File: src/hw/rtl/ptt_pkg.sv
package ptt_pkg;

  localparam int SLOTS_DEF    = 16;
  localparam int MAX_RUN      = 16;
  localparam int TIME_W       = 48;
  localparam int PER_W        = 32;
  localparam int SLOT_FIELD_W = 4;
  localparam int RUN_CNT_W    = $clog2(MAX_RUN + 1);

  localparam logic OP_ADD  = 1'b0;
  localparam logic OP_TICK = 1'b1;

  typedef struct packed {
    logic              op;
    logic [TIME_W-1:0] now_time;
    logic [TIME_W-1:0] first_due;
    logic [PER_W-1:0]  period;
  } in_item_t;

  typedef struct packed {
    logic [SLOT_FIELD_W-1:0] fired_slot;
    logic                    last_of_run;
    logic                    add_dropped;
  } out_item_t;

  typedef struct packed {
    logic add_we;
    logic tick_ld;
    logic rd_en;
    logic fire_we;
  } ptt_cmd_t;

  typedef struct packed {
    logic hit;
    logic full;
  } ptt_stat_t;

endpackage

File: src/hw/rtl/ptt_datapath.sv
module ptt_datapath
  import ptt_pkg::*;
#(
  parameter int SLOTS = SLOTS_DEF,
  parameter int IDX_W = (SLOTS > 1) ? $clog2(SLOTS) : 1
) (
  input  logic             clk_i,
  input  logic             rst_ni,
  input  ptt_cmd_t         cmd_i,
  input  logic [IDX_W-1:0] rd_idx_i,
  input  logic [IDX_W-1:0] cmp_idx_i,
  input  in_item_t         in_item_i,
  output ptt_stat_t        stat_o
);

  logic [SLOTS-1:0]  valid_q;
  logic [TIME_W-1:0] due_mem [SLOTS];
  logic [PER_W-1:0]  per_mem [SLOTS];
  logic [TIME_W-1:0] now_q;
  logic [TIME_W-1:0] due_rd_q;
  logic [PER_W-1:0]  per_rd_q;

  logic [IDX_W-1:0]  free_idx;
  logic              full;
  logic [TIME_W:0]   sum;
  logic [TIME_W-1:0] resched;
  logic              due_we;
  logic [IDX_W-1:0]  due_wa;
  logic [TIME_W-1:0] due_wd;

  always_comb begin
    free_idx = '0;
    full     = 1'b1;
    for (int i = SLOTS - 1; i >= 0; i--) begin
      if (!valid_q[i]) begin
        free_idx = IDX_W'(i);
        full     = 1'b0;
      end
    end
  end

  assign sum     = {1'b0, now_q} + {{(TIME_W + 1 - PER_W){1'b0}}, per_rd_q};
  assign resched = sum[TIME_W] ? {TIME_W{1'b1}} : sum[TIME_W-1:0];

  assign due_we = cmd_i.add_we || (cmd_i.fire_we && (per_rd_q != '0));
  assign due_wa = cmd_i.add_we ? free_idx : cmp_idx_i;
  assign due_wd = cmd_i.add_we ? in_item_i.first_due : resched;

  always_ff @(posedge clk_i or negedge rst_ni) begin
    if (!rst_ni) begin
      valid_q <= '0;
      now_q   <= '0;
    end else begin
      if (cmd_i.add_we) begin
        valid_q[free_idx] <= 1'b1;
      end else if (cmd_i.fire_we && (per_rd_q == '0)) begin
        valid_q[cmp_idx_i] <= 1'b0;
      end
      if (cmd_i.tick_ld) begin
        now_q <= in_item_i.now_time;
      end
    end
  end

  always_ff @(posedge clk_i) begin
    if (due_we) begin
      due_mem[due_wa] <= due_wd;
    end
    if (cmd_i.add_we) begin
      per_mem[free_idx] <= in_item_i.period;
    end
    if (cmd_i.rd_en) begin
      due_rd_q <= due_mem[rd_idx_i];
      per_rd_q <= per_mem[rd_idx_i];
    end
  end

  assign stat_o.hit  = valid_q[cmp_idx_i] && (due_rd_q <= now_q);
  assign stat_o.full = full;

endmodule

File: src/hw/rtl/ptt_ctrl.sv
module ptt_ctrl
  import ptt_pkg::*;
#(
  parameter int SLOTS = SLOTS_DEF,
  parameter int IDX_W = (SLOTS > 1) ? $clog2(SLOTS) : 1
) (
  input  logic             clk_i,
  input  logic             rst_ni,
  input  logic             in_valid_i,
  output logic             in_stall_o,
  input  logic             in_op_i,
  output logic             out_valid_o,
  input  logic             out_stall_i,
  output out_item_t        out_item_o,
  input  ptt_stat_t        stat_i,
  output ptt_cmd_t         cmd_o,
  output logic [IDX_W-1:0] rd_idx_o,
  output logic [IDX_W-1:0] cmp_idx_o
);

  localparam int CNT_W = $clog2(SLOTS + 1);

  localparam logic [1:0] S_IDLE  = 2'd0;
  localparam logic [1:0] S_SCAN  = 2'd1;
  localparam logic [1:0] S_FLUSH = 2'd2;
  localparam logic [1:0] S_DROP  = 2'd3;

  logic [1:0]           state_q, state_d;
  logic [CNT_W-1:0]     rd_cnt_q, rd_cnt_d;
  logic [IDX_W-1:0]     cmp_idx_q, cmp_idx_d;
  logic                 pend_v_q, pend_v_d;
  logic [IDX_W-1:0]     pend_slot_q, pend_slot_d;
  logic [RUN_CNT_W-1:0] fire_cnt_q, fire_cnt_d;
  logic                 out_v_q, out_v_d;
  out_item_t            out_q;

  logic                 accept;
  logic                 out_free;
  logic                 can_fire;
  logic                 out_ld;
  logic                 out_last;
  logic                 out_drop;
  logic [IDX_W-1:0]     out_slot;
  logic [IDX_W+SLOT_FIELD_W-1:0] slot_ext;

  assign in_stall_o = (state_q != S_IDLE);
  assign accept     = in_valid_i && !in_stall_o;
  assign out_free   = !out_v_q || !out_stall_i;
  assign can_fire   = stat_i.hit && (fire_cnt_q < RUN_CNT_W'(MAX_RUN));
  assign rd_idx_o   = rd_cnt_q[IDX_W-1:0];
  assign cmp_idx_o  = cmp_idx_q;

  always_comb begin
    state_d     = state_q;
    rd_cnt_d    = rd_cnt_q;
    cmp_idx_d   = cmp_idx_q;
    pend_v_d    = pend_v_q;
    pend_slot_d = pend_slot_q;
    fire_cnt_d  = fire_cnt_q;
    cmd_o       = '0;
    out_ld      = 1'b0;
    out_last    = 1'b0;
    out_drop    = 1'b0;
    out_slot    = pend_slot_q;

    unique case (state_q)
      S_IDLE: begin
        if (accept) begin
          if (in_op_i == OP_TICK) begin
            cmd_o.tick_ld = 1'b1;
            cmd_o.rd_en   = 1'b1;
            rd_cnt_d      = CNT_W'(1);
            cmp_idx_d     = '0;
            pend_v_d      = 1'b0;
            fire_cnt_d    = '0;
            state_d       = S_SCAN;
          end else if (stat_i.full) begin
            state_d = S_DROP;
          end else begin
            cmd_o.add_we = 1'b1;
          end
        end
      end
      S_SCAN: begin
        if (!(can_fire && pend_v_q && !out_free)) begin
          if (can_fire) begin
            cmd_o.fire_we = 1'b1;
            fire_cnt_d    = fire_cnt_q + 1'b1;
            pend_v_d      = 1'b1;
            pend_slot_d   = cmp_idx_q;
            out_ld        = pend_v_q;
          end
          if (rd_cnt_q < CNT_W'(SLOTS)) begin
            cmd_o.rd_en = 1'b1;
            cmp_idx_d   = rd_cnt_q[IDX_W-1:0];
            rd_cnt_d    = rd_cnt_q + 1'b1;
          end else begin
            rd_cnt_d = '0;
            state_d  = S_FLUSH;
          end
        end
      end
      S_FLUSH: begin
        if (!pend_v_q) begin
          state_d = S_IDLE;
        end else if (out_free) begin
          out_ld   = 1'b1;
          out_last = 1'b1;
          pend_v_d = 1'b0;
          state_d  = S_IDLE;
        end
      end
      S_DROP: begin
        if (out_free) begin
          out_ld   = 1'b1;
          out_last = 1'b1;
          out_drop = 1'b1;
          out_slot = '0;
          state_d  = S_IDLE;
        end
      end
      default: state_d = S_IDLE;
    endcase
  end

  assign slot_ext = {{SLOT_FIELD_W{1'b0}}, out_slot};

  always_comb begin
    out_v_d = out_v_q;
    if (out_ld) begin
      out_v_d = 1'b1;
    end else if (!out_stall_i) begin
      out_v_d = 1'b0;
    end
  end

  always_ff @(posedge clk_i or negedge rst_ni) begin
    if (!rst_ni) begin
      state_q    <= S_IDLE;
      rd_cnt_q   <= '0;
      cmp_idx_q  <= '0;
      pend_v_q   <= 1'b0;
      fire_cnt_q <= '0;
      out_v_q    <= 1'b0;
    end else begin
      state_q    <= state_d;
      rd_cnt_q   <= rd_cnt_d;
      cmp_idx_q  <= cmp_idx_d;
      pend_v_q   <= pend_v_d;
      fire_cnt_q <= fire_cnt_d;
      out_v_q    <= out_v_d;
    end
  end

  always_ff @(posedge clk_i) begin
    pend_slot_q <= pend_slot_d;
    if (out_ld) begin
      out_q.fired_slot  <= slot_ext[SLOT_FIELD_W-1:0];
      out_q.last_of_run <= out_last;
      out_q.add_dropped <= out_drop;
    end
  end

  assign out_valid_o = out_v_q;
  assign out_item_o  = out_q;

endmodule

File: src/hw/rtl/periodic_timer_table_core.sv
// Channel  Dir  Handshake               Payload
// in       in   in_valid_i/in_stall_o   in_item_i  (op, now_time, first_due, period)
// out      out  out_valid_o/out_stall_i out_item_o (fired_slot, last_of_run, add_dropped)
//
// Add: written straight into a free slot; a full table instead issues a drop transaction,
//   which the out channel can hold back by stalling it.
// Tick: one slot per cycle through the registered table read port, except while a stalled
//   out channel holds back a fired slot.
// The last fired slot of a tick is held back until the scan ends, to carry last_of_run.
// Reset clears all slot valid flops and the latest time at once; no clearing pass.
// in_stall_o is high for the whole tick scan, the drop state and the final flush.
module periodic_timer_table_core
  import ptt_pkg::*;
#(
  parameter int SLOTS = SLOTS_DEF
) (
  input  logic      clk_i,
  input  logic      rst_ni,
  input  logic      in_valid_i,
  output logic      in_stall_o,
  input  in_item_t  in_item_i,
  output logic      out_valid_o,
  input  logic      out_stall_i,
  output out_item_t out_item_o
);

  localparam int IDX_W = (SLOTS > 1) ? $clog2(SLOTS) : 1;

  ptt_cmd_t         cmd;
  ptt_stat_t        stat;
  logic [IDX_W-1:0] rd_idx;
  logic [IDX_W-1:0] cmp_idx;

  ptt_ctrl #(
    .SLOTS (SLOTS),
    .IDX_W (IDX_W)
  ) u_ctrl (
    .clk_i       (clk_i),
    .rst_ni      (rst_ni),
    .in_valid_i  (in_valid_i),
    .in_stall_o  (in_stall_o),
    .in_op_i     (in_item_i.op),
    .out_valid_o (out_valid_o),
    .out_stall_i (out_stall_i),
    .out_item_o  (out_item_o),
    .stat_i      (stat),
    .cmd_o       (cmd),
    .rd_idx_o    (rd_idx),
    .cmp_idx_o   (cmp_idx)
  );

  ptt_datapath #(
    .SLOTS (SLOTS),
    .IDX_W (IDX_W)
  ) u_datapath (
    .clk_i     (clk_i),
    .rst_ni    (rst_ni),
    .cmd_i     (cmd),
    .rd_idx_i  (rd_idx),
    .cmp_idx_i (cmp_idx),
    .in_item_i (in_item_i),
    .stat_o    (stat)
  );

endmodule

File: config.mk
export PLATFORM = sky130hd
export DESIGN_NAME = periodic_timer_table_core
export DESIGN_NICKNAME = d
export VERILOG_FILES = /design/src/hw/rtl/ptt_pkg.sv /design/src/hw/rtl/ptt_datapath.sv /design/src/hw/rtl/ptt_ctrl.sv /design/src/hw/rtl/periodic_timer_table_core.sv
export SDC_FILE = /design/constraint.sdc
export NUM_CORES = 2
export LEC_CHECK = 0
export BUFFER_PORTS_ARGS = -buffer_cell sky130_fd_sc_hd__buf_2
export CORE_MARGIN = 3
export CORE_UTILIZATION = 45
export DETAILED_ROUTE_END_ITERATION = 8
export MAX_ROUTING_LAYER = met4
export PLACE_DENSITY = 0.6
export SYNTH_ARGS = -nofsm -noshare
export SYNTH_HDL_FRONTEND = slang
export SYNTH_SLANG_ARGS = --single-unit
File: constraint.sdc
create_clock -name clk_i -period 5 [get_ports clk_i]
set_clock_uncertainty 0.15 [all_clocks]
set_input_delay 0.5 -clock clk_i [delete_from_list [all_inputs] [get_ports clk_i]]
set_output_delay 0.5 -clock clk_i [all_outputs]
set_load 0.01 [all_outputs]
==> out/qor.txt <==
Status: finished, final reports clean
Post-synthesis cell count: 2824
Initial Utilization: 45.6%
Rel. slew slack: 14.9%
Slowest cell on crit path: o211ai_1
Clk sink count: 1452
Critical path class: reg2reg
Post-synth EDFFs: 1370
Worst Hold Class: in2reg
Setup repair after global routing missed its margin: false
Row count: 131
Worst path most repeated cell: buf_4
Max frequency: 208 MHz
Die Y: 367 um
I/O Buffers: 140
Post-Syn Area: 0.0586 mm^2
Final hold slack: 152 ps
Vias in the first global route: 31146
Final instance area: 0.0683 mm^2
Largest net degree at the start of global routing: 97
Worst slew pin tran: 1280 ps
Commonest non-fill, non-tap cell in the layout: edfxtp_1
Required @ worst endpoint: 5340 ps
Synth top area cells: edfxtp_1 70%, mux4_2 16%, dfrtp_1 3.5%
Post-detailed-route count of antenna-violating nets: 0
Final period util: 96.0%
Yosys cell types: 89
Initial drt markers: 3134
Crit path capture type: register
Via count: 29914
Slew Limit Fails: 0
CTS tree: yes
Fillers: 9998
Buf/Inv on CP: 3
Root Driver: clkbuf_16
Final setup viols: 0
# placed instances: 4707
PwrDens: 654 mW/mm^2
Drt first pass iters: 5
Crit Path Max Fanout: 40
Post-route insts no fill: 5066
Routed WL: 148000 um
Async S/R FF share, synth: 5.65%
Via density: 5.90
First-pass GRT wire length: 216000 um
Share of layout cells above drive strength 1: 30.4%
Clk_lat worst skew: 770 ps
Largest area contributor in the netlist: edfxtp_1
Worst Path Arrival: 5140 ps
Warnings from Yosys: 0
Synth top area share: 70.2%
Pleak: 0.0226 uW
Syn_nets: 3045
DP HPWL: 89000 um
Residual DRC: 0
Aggregate global-route resource usage: 22.8%
CTS resizes: 0
Maximum buffer depth of the clock tree: 3
Initial antenna violation count: 8
Commonest non-fill, non-tap cells in the layout: 1370 x edfxtp_1, 405 x mux4_2, 153 x clkbuf_16
Crit path time final: 4800 ps
Total Die Area: 0.135 mm^2
IO Pins: 141
H-tree depth: 4
Layout area overhead: 16.5%
Die Width: 367 um
WL/cell: 29.3 um
Worst path cell trace: ha_1 -> inv_1 -> fa_1 -> nor2b_1 -> o2111ai_1 -> a31oi_1 -> a211oi_1 -> nor3_1 -> o211ai_1 -> and2_2 -> buf_4 -> a21oi_1 -> buf_4
Final hold violation count: 0
MaxCap Viol Count: 0
Hold_buf cts: 83
Mean Syn Cell Area: 20.8 um^2
CTS Buf Count: 150
Sequential cell area fraction in the yosys report: 73.7%
Post CTS Setup Buffer Count: 0
Clock transition at path regs: 60 ps
Pwr Total: 44700 uW
Peak supply drop: 545 uV
Final net count: 3434
CP Launch Type: register
Gr ovfl total: 0
Cell family with most CP delay: compound AO/OA/AOI/OAI gates
Yosys reg bits: 1452
Main synth FF type: edfxtp_1
Gp weighted congestion: 0.862
Crit path largest cell delay: 680 ps
Post-DP Area: 0.0627 mm^2
Area of the core: 0.129 mm^2
## tightest hold or removal path: cells and delay by family
kind	cells	cell delay, ps
compound gates	1	110
simple gates	1	40
buf+inv	2	280
## per-layer routing
| metal | wire length (um) | vias up | GRT usage (%) |
|---|---|---|---|
| li1 | - | 12583 | - |
| met5 | 0 | - | - |
| met1 | 60300 | 15922 | 30.0 |
| met4 | 4200 | 0 | 6.87 |
| met2 | 71400 | 1151 | 35.0 |
| met3 | 12400 | 258 | 6.23 |
## per-stage QoR
step | util [%] | setup TNS (ps) | setup WS, ps
after global routing | 53.1 | 0 | 36.9
after detailed placement | 48.8 | 0 | 250
after CTS | 53.1 | 0 | 216
final | 53.1 | 0 | 202
after floorplan | - | -36120 | -119
after global placement | 48.8 | 0 | 257
## cell families after synthesis
group,synth area share (%)
flip-flops,73.7
multiplexers,16.6
AND/OR/NAND/NOR,2.68
AO/OA/AOI/OAI,3.26
buffers and inverters,1.29
adder cells (fa/ha/maj),1.89
XOR/XNOR,0.598
## worst paths after layout
kind	end	depth (start not counted)	slack, ps	startpoint
worst max-delay path	u_datapath.due_mem[3][40]	13	200	u_datapath.per_rd_q[0]
worst min-delay path	u_datapath.due_mem[9][37]	4	150	in_item_i[69]
worst max register to register	u_datapath.due_mem[3][40]	13	200	u_datapath.per_rd_q[0]
worst min register to register	u_datapath.now_q[47]	1	370	u_datapath.now_q[47]
max in group asynchronous	u_ctrl.rd_cnt_q[2]	3	3370	rst_ni
min in group asynchronous	u_datapath.now_q[34]	2	170	rst_ni
## synth_stat cells, drive strengths merged (6+ instances only)
library cell  count
ha               87
xor2             11
dfrtp            82
and3             10
or2               6
buf              38
mux4            405
o22a              7
inv              75
nor2            109
nor2b            11
a22o              6
mux2             50
o21a              8
xnor2            29
and2             17
nand3            29
nand2            53
a21o             33
clkbuf           82
nor3             25
a41oi            18
a21oi            96
o211ai            7
nor4             12
a31oi            11
edfxtp         1370
o21ai            36
nand4            25
## final cells by class
type                            count  area, um^2  area share [%]
Clock buffer                      182        3960            5.80
Tap cell                         1729        2160            3.17
Multi-Input combinational cell   1177       14900            21.8
Sequential cell                  1452       43200            63.3
Antenna cell                        5        12.5          0.0183
Timing Repair Buffer              357        2950            4.33
Clock inverter                     89         800            1.17
Inverter                           75         282           0.412
## flip-flops by register name, indices dropped and copies added (netlist names)
name                 count
u_datapath.per_mem     512
u_ctrl.pend_v_q          1
u_datapath.due_mem     768
u_datapath.now_q        48
u_ctrl.pend_slot_q       4
u_datapath.due_rd_q     48
u_ctrl.out_item_o        6
u_ctrl.fire_cnt_q        5
u_ctrl.state_q           2
u_ctrl.out_valid_o       1
u_datapath.valid_q      16
u_ctrl.cmp_idx_o         4
u_ctrl.rd_cnt_q          5
u_datapath.per_rd_q     32
## power by group
group	internal [uW]	leakage [uW]	switching [uW]
combinational	5800	0.00693	9130
clock	6270	0.00234	4600
sequential	18000	0.0134	918
total	30000	0.0226	14600
No activity file was read; power rests on OpenSTA's default activity.
